**config.mk**
```make
export PLATFORM = sky130hd
export DESIGN_NAME = half_single_float_converter_top
export DESIGN_NICKNAME = d
export VERILOG_FILES = /design/src/rtl/hsfc_pkg.sv /design/src/rtl/half_single_float_converter_top.sv
export SDC_FILE = /design/constraint.sdc
export NUM_CORES = 1
export LEC_CHECK = 0
export BUFFER_PORTS_ARGS = -buffer_cell sky130_fd_sc_hd__clkbuf_2
export CORE_MARGIN = 2
export CORE_UTILIZATION = 35
export CTS_BUF_LIST = sky130_fd_sc_hd__clkbuf_4 sky130_fd_sc_hd__clkbuf_8 sky130_fd_sc_hd__clkbuf_16
export DETAILED_ROUTE_END_ITERATION = 10
export GPL_TIMING_DRIVEN = 0
export PLACE_DENSITY = 0.52
export SLEW_MARGIN = 20
export SYNTH_ARGS = -nofsm -noshare
export SYNTH_HDL_FRONTEND = slang
export SYNTH_SLANG_ARGS = --single-unit
```
**constraint.sdc**
```tcl
create_clock -name clk -period 9 [get_ports clk]
set_input_delay 0.45 -clock clk [delete_from_list [all_inputs] [get_ports clk]]
set_output_delay 0.45 -clock clk [all_outputs]
set_load 0.01 [all_outputs]
```
**src/rtl/hsfc_pkg.sv**
```systemverilog
`default_nettype none

package hsfc_pkg;

	// conversion direction
	localparam logic FUNC_H2S = 1'b0;
	localparam logic FUNC_S2H = 1'b1;

	// operand class, shared by both directions (zero also covers tiny singles)
	typedef logic [1:0] cls_t;
	localparam cls_t CLS_ZERO = 2'd0;
	localparam cls_t CLS_SUB  = 2'd1;
	localparam cls_t CLS_NORM = 2'd2;
	localparam cls_t CLS_SPEC = 2'd3;

	// format constants
	localparam int          BIAS_DIFF      = 127 - 15;
	localparam logic [7:0]  BIAS_DIFF8     = 8'(BIAS_DIFF);
	localparam logic [7:0]  SGL_EXP_MAX    = 8'hff;
	localparam logic [4:0]  HLF_EXP_MAX    = 5'h1f;
	localparam logic [24:0] RND_HALF_M1    = 25'h0000fff;
	// smallest single exponent that does not round to zero in half
	localparam logic [7:0]  SGL_EXP_TINY   = 8'(BIAS_DIFF - 10);
	// subnormal shift is 14 - (e - BIAS_DIFF)
	localparam logic [7:0]  SUB_SHIFT_BASE = 8'(BIAS_DIFF + 14);
	localparam logic [7:0]  HLF_EXP_LIMIT  = 8'd30;

endpackage

`default_nettype wire

```
**src/rtl/half_single_float_converter_top.sv**
```systemverilog
// Channel   Dir  Signals                 Handshake
// ------    ---  ----------------------  ---------------------------------------
// command   in   func, operand           word taken on clk rise when start & !busy
// result    out  result                  word valid for one cycle while done high
//
// Three-stage pipeline: decode and leading-zero count, then the rounding add
// or normalize shift, then the final right shift and pack. An accepted word
// passes the stage 1, 2 and 3 registers to done; one word can enter every cycle.
// busy is always low since no stage ever waits. Reset clears the valid bits
// only. The receiver cannot stall, so results leave as soon as they are done.
`default_nettype none

module half_single_float_converter_top
	import hsfc_pkg::*;
(
	input  wire logic        clk,
	input  wire logic        arst_n,
	input  wire logic        start,
	output logic             busy,
	input  wire logic        func,
	input  wire logic [31:0] operand,
	output logic             done,
	output logic [31:0]      result
);

	// stage 1 registers
	logic        v_s1;
	logic        func_s1;
	logic        sign_s1;
	cls_t        cls_s1;
	logic [31:0] opnd_s1;
	logic [3:0]  lz_s1;
	logic [4:0]  t_s1;

	// stage 2 registers
	logic        v_s2;
	logic        func_s2;
	logic        sign_s2;
	cls_t        cls_s2;
	logic [7:0]  exp_s2;
	logic [9:0]  frac_s2;
	logic        nz_s2;
	logic [24:0] sum_s2;
	logic [4:0]  t_s2;

	// stage 3 registers
	logic        v_s3;
	logic        func_s3;
	cls_t        cls_s3;
	logic [31:0] res_s3;

	assign busy = 1'b0;

	// ---------------- stage 1: classify, count leading zeros ----------------
	logic       acc;
	logic [4:0] h_exp;
	logic [9:0] h_frac;
	logic [7:0] s_exp;
	cls_t       cls_d1;
	logic [3:0] lz_d1;

	assign acc    = start && !busy;
	assign h_exp  = operand[14:10];
	assign h_frac = operand[9:0];
	assign s_exp  = operand[30:23];

	always_comb begin
		// highest set bit wins
		lz_d1 = 4'd0;
		for (int i = 0; i < 10; i++) begin
			if (h_frac[i]) begin
				lz_d1 = 4'(9 - i);
			end
		end
		if (func == FUNC_H2S) begin
			if (h_exp == 5'd0) begin
				cls_d1 = (h_frac == 10'd0) ? CLS_ZERO : CLS_SUB;
			end else if (h_exp == HLF_EXP_MAX) begin
				cls_d1 = CLS_SPEC;
			end else begin
				cls_d1 = CLS_NORM;
			end
		end else begin
			if (s_exp < SGL_EXP_TINY) begin
				cls_d1 = CLS_ZERO;
			end else if (s_exp <= BIAS_DIFF8) begin
				cls_d1 = CLS_SUB;
			end else if (s_exp == SGL_EXP_MAX) begin
				cls_d1 = CLS_SPEC;
			end else begin
				cls_d1 = CLS_NORM;
			end
		end
	end

	always_ff @(posedge clk or negedge arst_n) begin
		if (!arst_n) begin
			v_s1 <= 1'b0;
		end else begin
			v_s1 <= acc;
		end
	end

	always_ff @(posedge clk) begin
		func_s1 <= func;
		sign_s1 <= (func == FUNC_H2S) ? operand[15] : operand[31];
		cls_s1  <= cls_d1;
		opnd_s1 <= operand;
		lz_s1   <= lz_d1;
		t_s1    <= 5'(SUB_SHIFT_BASE - s_exp);
	end

	// ---------------- stage 2: rounding add / normalize shift ----------------
	logic [24:0] fr25;
	logic [24:0] bias;
	logic        odd;
	logic [24:0] addend;
	logic [7:0]  exp_d2;
	logic [9:0]  frac_d2;
	logic [9:0]  h_norm;

	assign fr25   = {2'b01, opnd_s1[22:0]};
	assign bias   = (25'd1 << (t_s1 - 5'd1)) - 25'd1;
	assign odd    = fr25[t_s1];
	assign h_norm = opnd_s1[9:0] << (lz_s1 + 4'd1);

	always_comb begin
		if (cls_s1 == CLS_SUB) begin
			addend = bias + {24'd0, odd};
		end else begin
			addend = RND_HALF_M1 + {24'd0, opnd_s1[13]};
		end
		exp_d2  = 8'd0;
		frac_d2 = opnd_s1[9:0];
		if (func_s1 == FUNC_H2S) begin
			case (cls_s1)
				CLS_ZERO: exp_d2 = 8'd0;
				CLS_SUB: begin
					exp_d2  = BIAS_DIFF8 - {4'd0, lz_s1};
					frac_d2 = h_norm;
				end
				CLS_NORM: exp_d2 = {3'd0, opnd_s1[14:10]} + BIAS_DIFF8;
				default:  exp_d2 = SGL_EXP_MAX;
			endcase
		end else begin
			exp_d2  = opnd_s1[30:23] - BIAS_DIFF8;
			frac_d2 = opnd_s1[22:13];
		end
	end

	always_ff @(posedge clk or negedge arst_n) begin
		if (!arst_n) begin
			v_s2 <= 1'b0;
		end else begin
			v_s2 <= v_s1;
		end
	end

	always_ff @(posedge clk) begin
		func_s2 <= func_s1;
		sign_s2 <= sign_s1;
		cls_s2  <= cls_s1;
		exp_s2  <= exp_d2;
		frac_s2 <= frac_d2;
		nz_s2   <= (opnd_s1[22:0] != 23'd0);
		sum_s2  <= ((cls_s1 == CLS_SUB) ? fr25 : {2'b00, opnd_s1[22:0]}) + addend;
		t_s2    <= t_s1;
	end

	// ---------------- stage 3: final shift and pack ----------------
	logic [24:0] sub_q;
	logic [7:0]  ex_adj;
	logic [31:0] res_d3;

	assign sub_q  = sum_s2 >> t_s2;
	assign ex_adj = exp_s2 + {7'd0, sum_s2[23]};

	always_comb begin
		res_d3 = 32'd0;
		if (func_s2 == FUNC_H2S) begin
			res_d3 = {sign_s2, exp_s2, frac_s2, 13'd0};
		end else begin
			case (cls_s2)
				CLS_ZERO: res_d3 = {16'd0, sign_s2, 15'd0};
				CLS_SUB:  res_d3 = {16'd0, sign_s2, 4'd0, sub_q[10:0]};
				CLS_SPEC: begin
					if (!nz_s2) begin
						res_d3 = {16'd0, sign_s2, HLF_EXP_MAX, 10'd0};
					end else begin
						// keep top payload, force a set bit so it stays a NaN
						res_d3 = {16'd0, sign_s2, HLF_EXP_MAX,
							frac_s2[9:1], frac_s2[0] | (frac_s2 == 10'd0)};
					end
				end
				default: begin
					if (ex_adj > HLF_EXP_LIMIT) begin
						res_d3 = {16'd0, sign_s2, HLF_EXP_MAX, 10'd0};
					end else if (sum_s2[23]) begin
						res_d3 = {16'd0, sign_s2, ex_adj[4:0], 10'd0};
					end else begin
						res_d3 = {16'd0, sign_s2, ex_adj[4:0], sum_s2[22:13]};
					end
				end
			endcase
		end
	end

	always_ff @(posedge clk or negedge arst_n) begin
		if (!arst_n) begin
			v_s3 <= 1'b0;
		end else begin
			v_s3 <= v_s2;
		end
	end

	always_ff @(posedge clk) begin
		func_s3 <= func_s2;
		cls_s3  <= cls_s2;
		res_s3  <= res_d3;
	end

	assign done   = v_s3;
	assign result = res_s3;

	// ---------------- assertions ----------------
	a_latency: assert property (@(posedge clk) disable iff (!arst_n)
		start && !busy |-> ##3 done)
		else $error("accepted word did not complete in three cycles");

	a_no_phantom: assert property (@(posedge clk) disable iff (!arst_n)
		done |-> $past(start && !busy, 3))
		else $error("result strobe without a matching command");

	a_half_upper: assert property (@(posedge clk) disable iff (!arst_n)
		done && func_s3 == FUNC_S2H |-> result[31:16] == 16'd0)
		else $error("half result has nonzero upper bits");

	a_sub_exp: assert property (@(posedge clk) disable iff (!arst_n)
		done && func_s3 == FUNC_H2S && cls_s3 == CLS_SUB |->
			result[30:23] >= 8'd103 && result[30:23] <= BIAS_DIFF8)
		else $error("renormalized subnormal exponent out of range");

endmodule

`default_nettype wire
```
After elaboration in Yosys (flattened, before gate mapping)
Cells that the tools add are included.
Storage, ports and cells
  register bits after elaboration: 132
  input bits: 36
  output and inout port bits: 34
  logic and storage cells: 86
Operators by class
  add/subtract/negate cells: 11
  order comparisons: 4
  eq/ne operators: 6
  shift-type cells: 3
  multiplexer cells: 30
  bitwise gates (word level): 1
  reductions and logical operators: 9
Operators with widths (number)
  one-hot mux 15 bit (3 select lines): 1
  2-to-1 mux 10 bit: 4
  2-to-1 mux 32 bit: 1
  adder 24 x 25 -> 25 bit: 1
  adder 25 x 1 -> 25 bit: 1
  2-to-1 mux 25 bit: 1
  left shift 1 x 5 -> 25 bit, first input constant: 1
  >> shifter 25 x 5 -> 11 bit: 1
  subtractor 25 x 1 -> 25 bit, second input constant: 1
  2-to-1 mux 24 bit: 1
  one-hot mux 8 bit (3 select lines): 1
  nonzero test 23 bit: 1
  logical NOT 10 bit: 2
  2-to-1 mux 15 bit: 1
  adder 12 x 1 -> 13 bit, first input constant: 1
  2-to-1 mux 2 bit: 6
  2-to-1 mux 3 bit: 4
  left shift 10 x 4 -> 10 bit: 1
  adder 5 x 7 -> 8 bit, second input constant: 1
  adder 8 x 1 -> 8 bit: 1
  == test 8 bit, second input constant: 1
  > comparator 8 x 5 -> 1 bit, second input constant: 1
  less-or-equal comparator 8 x 7 -> 1 bit, second input constant: 1
  less-than comparator 8 x 7 -> 1 bit, second input constant: 1
  19 further kinds: 28

Depth between registers and ports, before layout
  word-level depth: 9
  depth in mapped cells: 25
  gate-level depth less buffers: 21

Worst setup path before layout
Ideal clock, no wire load.
  kind: register to register
  start: reg t_s1[1]
  end: reg sum_s2[24]
  library setup time: 128 ps
  arrival time: 4605 ps
  data required time: 8872 ps
  path slack: 4268 ps
  stages on the path, launching flop included: 22
  path buffers: 3
  clock period less this slack: 4732 ps
  path through: dfxtp_1 -> clkbuf_1 -> mux4_2 -> mux4_2 -> mux2i_1 -> ha_1 -> ha_1 -> clkbuf_1 -> nor2_1 -> a22oi_1 -> nor2_1 -> a211oi_1 -> nor2_1 -> ha_1 -> and3_1 -> buf_6 -> and3_4 -> a221oi_4 -> nand4_2 -> a2111oi_2 -> xor2_1 -> nor2_1
Between the ends
  word-level cells in the longest chain between the ends: 6
  elaborated cells between the ends (all ways): 8
  classes of those cells: add/sub (4); shift (1); mux (3)
RTL lines
  start: declaration: RTL line half_single_float_converter_top.sv:33  | logic [4:0] t_s1;
  start signal: assignment: RTL line half_single_float_converter_top.sv:110  | t_s1 <= 5'(SUB_SHIFT_BASE - s_exp);
  subtractor 5 x 1 -> 5 bit: RTL line half_single_float_converter_top.sv:123  | assign bias = (25'd1 << (t_s1 - 5'd1)) - 25'd1;
  left shift 1 x 5 -> 25 bit: RTL line half_single_float_converter_top.sv:123
  subtractor 25 x 1 -> 25 bit: RTL line half_single_float_converter_top.sv:123
  adder 25 x 1 -> 25 bit (*): RTL line half_single_float_converter_top.sv:129  | addend = bias + {24'd0, odd};
  2-to-1 mux 25 bit (*): RTL line half_single_float_converter_top.sv:128  | if (cls_s1 == CLS_SUB) begin
  adder 24 x 25 -> 25 bit (*): RTL line half_single_float_converter_top.sv:166  | sum_s2 <= ((cls_s1 == CLS_SUB) ? fr25 : {2'b00, opnd_s1[22:0]}) + addend;
  end signal: assignment: RTL line half_single_float_converter_top.sv:166
  end: declaration: RTL line half_single_float_converter_top.sv:43  | logic [24:0] sum_s2;
Mark *: on every way between the ends. The rest lies on a longest branch, timed or not. The select of a mux whose other input is x is not followed.
A chain may end at the register's enable or synchronous reset.

Final worst setup path
  start: reg t_s1[2]
  end: reg sum_s2[24]
Same word-level chain as after synthesis.

==> flow_metrics.tcl <==
set metrics [dict create \
    status "completed" \
    period_share 0.653 \
    syn_avg_cell_area_um2 8.84 \
    avgRoutedWirePerCell_um 18.3 \
    num_vias 6664 \
    mostFrequentLayoutCells "dfxtp_1, a21oi_1, nand2_1, clkbuf_2, nor2_1" \
    htreeDepth 4 \
    synth_flop_cell "dfxtp_1" \
    max-clock-path-buffers 2 \
    async_reset_ff_frac 0.0229 \
    power.total_mw 1.73 \
    clock_latency_ns 0.43 \
    rows 53 \
    final_cells 1219 \
    required_ns 9.28 \
    diodes 0 \
    synth_cell_type_count 76 \
    grt_remaining_overflow 0 \
    post_dp_cell_area_um2 8150 \
    port_buffers 68 \
    r2r_cells 22 \
    critPathKind "reg -> reg" \
    timing.rr.start "t_s1[2]" \
    cts_tree "yes" \
    max_cap_violations 0 \
    power.density_nw_per_um2 198 \
    syn-instance-count 844 \
    multi_input_area_um2 4510 \
    drt_first_pass_iters 5 \
    hold_viol 0 \
    yosys_warnings 0 \
    start_kind "flip-flop" \
    grt_start_max_net_pins 17 \
    r2r_slack_ns 3.12 \
    setup_slack_ns 3.12 \
    final_max_slew_viol_count 0 \
    die_area_um2 22500 \
    worst-path-max-fanout 10 \
    startpoint "t_s1[2]" \
    hp-class "in -> reg" \
    design_area_um2 8730 \
    route.detailed.drc 0 \
    ios 70 \
    cts-root-buf "clkbuf_16" \
    path_clk_slew_ns 0.06 \
    finalNetCount 1001 \
    syn-cell-area_um2 7460 \
    setup_viol 0 \
    area_growth_pct 17.0 \
    drive_gt1_frac 0.171 \
    max-vdd-ir-drop_uv 122 \
    synth_nets 913 \
    relSlewSlack 0.371 \
    worstMarginPinSlew_ns 0.937 \
    place_ws_ns 3.19 \
    r2r_end "sum_s2[24]" \
    dp_cells 1187 \
    cts_sinks 131 \
    max_freq_ghz 0.170 \
    hold_slack_ns 0.113 \
    grt_pass1_wl_um 35700 \
    synth-edff-count 0 \
    grt_usage 0.206 \
    layout_commonest_cell "dfxtp_1" \
    drt-initial-drc-count 556 \
    dp_hpwl_um 17300 \
    cellLeakagePower_nw 3.71 \
    crit_path_end_kind "flip-flop" \
    endpoint "sum_s2[24]" \
    yosysSeqAreaShare 0.354 \
    cts_resized 0 \
    ys_ff_latch 131 \
    arrival_ns 6.15 \
    grt_pass1_vias 6264 \
    fp.coreArea_um2 21000 \
    rsz0062_at_grt "false" \
    ant_nets 0 \
    die_width_um 150 \
    final_core_util 0.417 \
    die_h_um 150 \
    cts-buffers-inserted 17 \
    min_period_ns 5.88 \
    n_fill_cell 2162 \
    fin_skew_ns 0.0209 \
    start_util 0.356 \
    regArea_um2 2640 \
    antenna_found_initial 1 \
    vias_per_cell 5.47 \
    place.gp.congestion 0.929 \
    fin_setup_tns_ns 0 \
    wirelength_um 22300 \
]
-- state kept, by name, summed over array words and instances, names as in the netlist --
register,count
t_s2,5
v_s2,1
cls_s2,2
func_s1,1
result,32
func_s2,1
nz_s2,1
cls_s1,2
sign_s2,1
exp_s2,8
t_s1,5
opnd_s1,30
v_s1,1
lz_s1,4
sum_s2,25
done,1
frac_s2,10
sign_s1,1
-- power breakdown --
group	internal [mW]	switching [mW]	leakage, nW
clock network	0.399	0.275	0.284
logic	0.162	0.210	2.32
registers	0.632	0.0529	1.11
-- cell families (layout without fill, tap and decap cells) --
logic type,count (synthesis),in the layout,synth area share
multiplexers,66,66,0.124
other,1,1,0.000503
buffers and inverters,73,173,0.0414
AO/OA/AOI/OAI,231,231,0.202
XOR/XNOR,34,34,0.0399
flip-flops,131,131,0.354
adder cells (fa/ha/maj),33,33,0.0563
AND/OR/NAND/NOR,275,275,0.182
-- layout make-up --
| class | count | share of cell area |
|---|---|---|
| sequential | 131 | 0.302 |
| inverter | 24 | 0.0103 |
| multi-input combinational | 640 | 0.517 |
| clock buffer | 19 | 0.0519 |
| timing repair buffer | 69 | 0.0401 |
| tap | 275 | 0.0394 |
| clock inverter | 12 | 0.0140 |
| buffer | 49 | 0.0251 |
-- what timing repair did --
| item | CTS | global route |
|---|---|---|
| hold buffers | 1 | 0 |
| endpoints found under the setup margin | 0 | 0 |
| hold endpoints to repair | 3 | 0 |
| buffers inserted | 0 | 0 |
-- how the worst min path moves through the flow --
stage                      startpoint     endpoint  slack, ns  cells past startpoint
final                     operand[16]  opnd_s1[16]       0.11                      1
after global routing      operand[20]  opnd_s1[20]       0.10                      1
after CTS                 operand[19]  opnd_s1[19]       0.11                      1
after detailed placement       arst_n         done       0.25                      1
after global placement         arst_n         done       0.25                      1
after floorplan                arst_n         done       0.15                      0
-- cell usage after synthesis, drive strengths merged (4+ instances only) --
| cell type | number | area, µm² |
|---|---|---|
| inv | 24 | 90.1 |
| mux4 | 20 | 450 |
| nor2b | 29 | 181 |
| and2 | 5 | 31.3 |
| or2 | 9 | 56.3 |
| mux2 | 13 | 146 |
| nand2 | 74 | 278 |
| a221oi | 7 | 85.1 |
| ha | 32 | 400 |
| a31oi | 7 | 43.8 |
| a211oi | 14 | 105 |
| o221ai | 4 | 35.0 |
| o31ai | 7 | 52.6 |
| a22oi | 5 | 37.5 |
| and3 | 12 | 81.3 |
| o21ai | 51 | 255 |
| xor2 | 18 | 158 |
| dfxtp | 128 | 2560 |
| a21oi | 75 | 379 |
| o211ai | 6 | 45.0 |
| a21o | 20 | 151 |
| nand2b | 7 | 43.8 |
| nand3 | 27 | 135 |
| nor3 | 17 | 85.1 |
| clkbuf | 34 | 128 |
| nor3b | 4 | 30.0 |
| nor4 | 12 | 75.1 |
| mux2i | 33 | 330 |
| nor2 | 66 | 248 |
| a22o | 4 | 35.0 |
| xnor2 | 16 | 140 |
| buf | 15 | 91.3 |
-- layer usage --
layer	part of all wire	global-route usage	vias to the layer above	routed length (µm)
met3	0.062	0.0357	51	1380
li1	-	-	3266	-
met1	0.48	0.294	3084	10700
met2	0.43	0.311	263	9690
met4	0.025	0.0769	0	560
met5	0	0	-	0
-- critical path: stages, from the launching register on --
cell and delay [ns]:
dfxtp_1 0.58, clkbuf_1 0.48, clkbuf_1 0.48, mux2i_1 0.27, nor2_1 0.05, mux2i_1 0.16
ha_1 0.34, ha_1 0.21, clkbuf_1 0.37, nor2_1 0.17, a22oi_1 0.21, nor2_1 0.08
a211oi_1 0.32, nor2_1 0.10, ha_1 0.36, and3_1 0.20, buf_6 0.13, and3_4 0.19
a221oi_4 0.26, nand4_2 0.14, a2111oi_2 0.37, xor2_1 0.17, nor2_1 0.08
No activity file was read; power rests on OpenSTA's default activity.
